**src/hdl/kbs_ram.sv**
```systemverilog
module kbs_ram #(
  parameter int WIDTH = 8,
  parameter int DEPTH = 256
) (
  input  logic                     clk,
  input  logic                     we,
  input  logic [$clog2(DEPTH)-1:0] waddr,
  input  logic [WIDTH-1:0]         wdata,
  input  logic                     re,
  input  logic [$clog2(DEPTH)-1:0] raddr,
  output logic [WIDTH-1:0]         rdata
);

  logic [WIDTH-1:0] mem [DEPTH];
  logic [WIDTH-1:0] rdata_r;

  always_ff @(posedge clk) begin
    if (we) begin
      mem[waddr] <= wdata;
    end
    if (re) begin
      rdata_r <= mem[raddr];
    end
  end

  assign rdata = rdata_r;

endmodule

```
**config.mk**
```make
export PLATFORM = sky130hd
export DESIGN_NAME = kbs_ram
export DESIGN_NICKNAME = d
export VERILOG_FILES = /design/src/hdl/kbs_ram.sv
export SDC_FILE = /design/constraint.sdc
export NUM_CORES = 2
export LEC_CHECK = 0
export BUFFER_PORTS_ARGS = -buffer_cell sky130_fd_sc_hd__buf_2
export CAP_MARGIN = 20
export CORE_ASPECT_RATIO = 1.5
export CORE_MARGIN = 5
export CORE_UTILIZATION = 50
export CTS_CLUSTER_DIAMETER = 50
export DETAILED_ROUTE_END_ITERATION = 10
export HOLD_SLACK_MARGIN = 0.12
export PLACE_DENSITY_LB_ADDON = 0.25
export SYNTH_ARGS = -nofsm -noshare
export SYNTH_HDL_FRONTEND = slang
export SYNTH_SLANG_ARGS = --single-unit
```
**constraint.sdc**
```tcl
create_clock -name clk -period 2.18 [get_ports clk]
set_input_delay 0.109 -clock clk [delete_from_list [all_inputs] [get_ports clk]]
set_output_delay 0.109 -clock clk [all_outputs]
set_load 0.02 [all_outputs]
```
; ---- Yosys cells after proc, flatten, opt, wreduce, memory -nomap -nowiden
; Memories as Yosys holds them, arrays and structs flattened. A register that Yosys moved wholly into a read port is not among the register bits.
; Index checks and enable logic that the tools add are counted.
[classes]
n_mux = 2
[ops]
columns = op, count
row1 = $mux W1, 2
[word_totals]
memories = 1
output_inout_bits = 8
regBits = 0
wordCells = 3
input_bits = 27
mem_bits_rw = 2048
[mem_list]
columns = name, words, width, rd, rd_ports_with_merged_regs, write_ports, line
row1 = mem, 256, 8, 1, 1, 1, 14  ; logic [WIDTH-1:0] mem [DEPTH];

; ---- Longest topological paths before layout
[depth]
word_depth = 2
mapped_depth = 11
ltp_nobuf = 6

; ---- Worst setup path after synthesis
; OpenSTA, ideal clock, no wires.
[synth_path]
kind = input port to flip-flop
from = input port raddr[0]
to = register rdata_r[2], in the netlist rdata[2], read port of mem, data pin
setup_slack_ns = -0.005
path_stages = 9
required_time_ns = 1.911
path_buffers = 4
setup_time_ns = 0.269
arrival_ns = 1.916
path_cell_list = buf_6 > buf_12 > buf_8 > buf_2 > mux4_2 > a22oi_1 > a21oi_1 > nor4_1 > nor4_2
[synth_lines]
columns = element, line
row1 = start: declaration, 10  ; input logic [$clog2(DEPTH)-1:0] raddr,
row2 = end: declaration, 15  ; logic [WIDTH-1:0] rdata_r;

==> reports/qor.json <==
{
  "global_routing": {
    "grt.total_usage": 0.247,
    "grt_first_pass_wirelength_um": 298000,
    "globalRoute.totalOverflow": 0,
    "antenna_found_initial": 15,
    "grt_start_max_net_pins": 97,
    "vias_in_the_first_global_route": 42400
  },
  "drt": {
    "remaining_drc_errors": 0,
    "vias": 41200,
    "drt_iter0_drc": 4794,
    "route.final.wire_length_um": 205000,
    "postRouteAntennaNets": 0,
    "viasPerCell": 6.14,
    "drt_first_pass_iters": 5,
    "avgRoutedWirePerCell_um": 30.6
  },
  "place": {
    "portBuffers": 34,
    "place_hpwl_um": 137000,
    "dpl_cell_area_sq_um": 87900,
    "finalWeightedCongestion": 0.875
  },
  "die": {
    "core_area_sq_um": 159000,
    "placementRows": 179,
    "ioPinCount": 35,
    "starting_density_of_the_core": 0.502,
    "horiz_die_dim_um": 336,
    "dieArea_sq_um": 168000,
    "chipHeight_um": 499
  },
  "timing": {
    "finalMaxSlewViolations": 0,
    "worst_tran_pin_value_ns": 0.851,
    "setup_total_negative_slack_ns": -1.30,
    "fmax_mhz": 412,
    "rsz0062_at_grt": "yes",
    "final-hold-violation-count": 0,
    "clock_skew_ns": 0.0298,
    "final.setup.worst_slack_ns": -0.246,
    "final-setup-viol-count": 8,
    "fin_crit_sh": 1.11,
    "relSlewSlack": 0.433,
    "final_period_minus_worst_setup_slack_ns": 2.43
  },
  "cells_and_area": {
    "final_util": 0.595,
    "area_growth_pct": 18.5,
    "nFillCells": 11300,
    "drive_above_1_share": 0.334,
    "fin_area_sq_um": 94400,
    "final_net_count": 4496
  },
  "critical_path": {
    "cp_num_buf_inv": 1,
    "worstPathMaxFanout": 1,
    "r2r_setup_slack_ns": -0.25,
    "critPathMostFrequentCell": "mux4_2",
    "cpPeakStageDelay_ns": 0.53,
    "critical_path.top_delay_family": "multiplexers",
    "timing_worst_setup_path_type": "reg -> reg",
    "setup.worst_path.end_class": "register",
    "crit_path_cell_trace": "mux4_2 > mux4_2 > nor2b_4 > nor4_4 > buf_4 > nor4_2",
    "critPathSlowestCell": "mux4_2",
    "worstSetupStartpointType": "register",
    "worst-endpoint-arrival_ns": 2.97,
    "cp_data_required_time_ns": 2.73
  },
  "yosys": {
    "synth.ff_latch_count": 2056,
    "ys.warnings.count": 0,
    "synth.yosys.seq_area_share": 0.775,
    "ys.flop_type": "edfxtp_1",
    "yosys.area.top_type": "edfxtp_1",
    "synth_async_sr_flop_share": 0,
    "synth_edf_count": 2056,
    "number_of_library_cell_types_mapped_by_synthesis": 54,
    "yosysMostFrequentCell": "edfxtp_1",
    "synth_top_cell_area_share": 0.775,
    "mappedNetlistNets": 3760,
    "synth_top_cells_by_area": "edfxtp_1 (78%), mux4_2 (13%), mux2i_1 (1.7%)",
    "synth.cells.most_frequent": "edfxtp_1 (2056), mux4_2 (454), nor2_1 (282), mux2i_1 (134), a22oi_1 (133)",
    "avgSynthCellArea_sq_um": 21.3,
    "synth_cells": 3733,
    "syn_area_sq_um": 79600
  },
  "power_and_ir_drop": {
    "p_per_area_nw_per_um2": 857,
    "reported_leakage_power_nw": 30.7,
    "p_switching_mw": 16.9,
    "total_power_mw": 80.9,
    "comb_power_share": 0.060,
    "switching_share": 0.209,
    "cellInternalPower_mw": 63.9,
    "clockPowerShare": 0.401,
    "share_seq_of_total_power": 0.539,
    "irDropWorstVdd_uv": 828
  },
  "clock_tree": {
    "clock_sink_count": 2056,
    "post_cts_setup_buffer_count": 0,
    "worstSkewPairLatency_ns": 0.81,
    "cts_root_buffer": "clkbuf_16",
    "worst_setup_hold_path_clk_slew_ns": 0.06,
    "ctsHtreeMaxLevel": 4,
    "cts_made_buffers": 178,
    "cts_tree": "done",
    "cts.path.max_buffers": 3
  },
  "flow_run": {
    "max_cap_violations": 0
  },
  "worst_hold_path": {
    "holdCritPathClass": "in -> reg"
  },
  "status": {
    "status": "finished, violations left",
    "failed_checks": "setup timing"
  }
}
[cell type report]
type | count | area (sq um) | share of cell area
multi-input cells | 1442 | 16800 | 0.178
clock buffers | 211 | 4640 | 0.0492
repair buffers | 789 | 7240 | 0.0767
well taps | 2081 | 2600 | 0.0276
clock inverters | 116 | 1320 | 0.0140
inverters | 2 | 7.51 | 0.0000796
diodes | 8 | 20.0 | 0.000212
flip-flops and latches | 2056 | 61700 | 0.654
[worst register-to-register path, stage by stage, from the launching register on]
cell	delay, ns
edfxtp_1	0.37
mux4_2	0.53
mux4_2	0.53
nor2b_4	0.17
nor4_4	0.34
buf_4	0.20
nor4_2	0.04
[per-stage QoR]
step / instances / setup slack, ns / hold slack, ns
2_1_floorplan: 3733 / 0.00476 / 0.208
3_3_place_gp: 6350 / -1.21 / 0.486
3_5_place_dp: 6351 / -1.09 / 0.492
4_1_cts: 6697 / -0.230 / 0.123
5_1_grt: 6701 / -0.257 / 0.155
6_report: 6705 / -0.246 / 0.186
[power by group through the flow]
stage               logic, mW  registers [mW]  clock network [mW]
floorplan                2.12            44.5                   0
global placement         4.65            44.5                   0
detailed placement       4.71            44.5                   0
CTS                      4.83            43.6                32.9
global route             5.06            43.6                34.6
finish                   4.82            43.6                32.4
[flip-flops by register name (all words and copies together) (netlist names)]
signal	cells
mem	2048
rdata	8
[final timing paths]
path                             startpoint          end  depth (start not counted)
worst max register to register   mem[67][4]     rdata[4]                          6
worst min register to register  mem[150][1]     rdata[1]                          5
worst min-delay path                     we  mem[223][3]                          4
worst max-delay path             mem[67][4]     rdata[4]                          6
[logic make-up after synthesis]
family          Yosys count  synth area share
mux                     591             0.146
simple gates            466            0.0263
buf+inv                 235            0.0183
compound gates          385            0.0342
flops                  2056             0.775
[layout by cell type (no fill, tap or decap), types with 6 or more instances in the layout]
| cell | n |
|---|---|
| a211oi_1 | 11 |
| a21oi_1 | 96 |
| a221oi_1 | 9 |
| a22o_1 | 8 |
| a22oi_1 | 132 |
| buf_12 | 100 |
| buf_2 | 23 |
| buf_4 | 637 |
| buf_8 | 7 |
| bufinv_16 | 26 |
| clkbuf_1 | 30 |
| clkbuf_16 | 181 |
| clkinv_1 | 33 |
| clkinv_2 | 32 |
| clkinvlp_4 | 6 |
| diode_2 | 8 |
| dlygate4sd3_1 | 19 |
| edfxtp_1 | 2056 |
| inv_6 | 11 |
| mux2i_1 | 134 |
| mux4_2 | 454 |
| nand2_1 | 33 |
| nand2b_1 | 8 |
| nand3_1 | 34 |
| nand4_1 | 10 |
| nor2_1 | 279 |
| nor2b_1 | 25 |
| nor2b_4 | 6 |
| nor3_1 | 17 |
| nor4_1 | 9 |
| nor4_2 | 10 |
| nor4_4 | 8 |
| o211ai_1 | 10 |
| o21ai_0 | 10 |
| o221ai_1 | 46 |
| o22ai_1 | 28 |
[metal layers]
layer / GRT usage / share of wire / vias to the layer above
li1: - / - / 17200
met1: 0.314 / 0.36 / 21900
met2: 0.431 / 0.53 / 1713
met3: 0.0374 / 0.070 / 371
met4: 0.0950 / 0.044 / 10
met5: 0 / 0.00029 / -
[what timing repair did]
action / 4_1_cts / 5_1_grt
gates resized for setup: 38 / 12
endpoints found under the setup margin: 8 / 8
pin swaps: 12 / 5
endpoints found under the hold margin: 1638 / 0
hold buffers: 19 / 0
No activity file was read; power rests on OpenSTA's default activity.
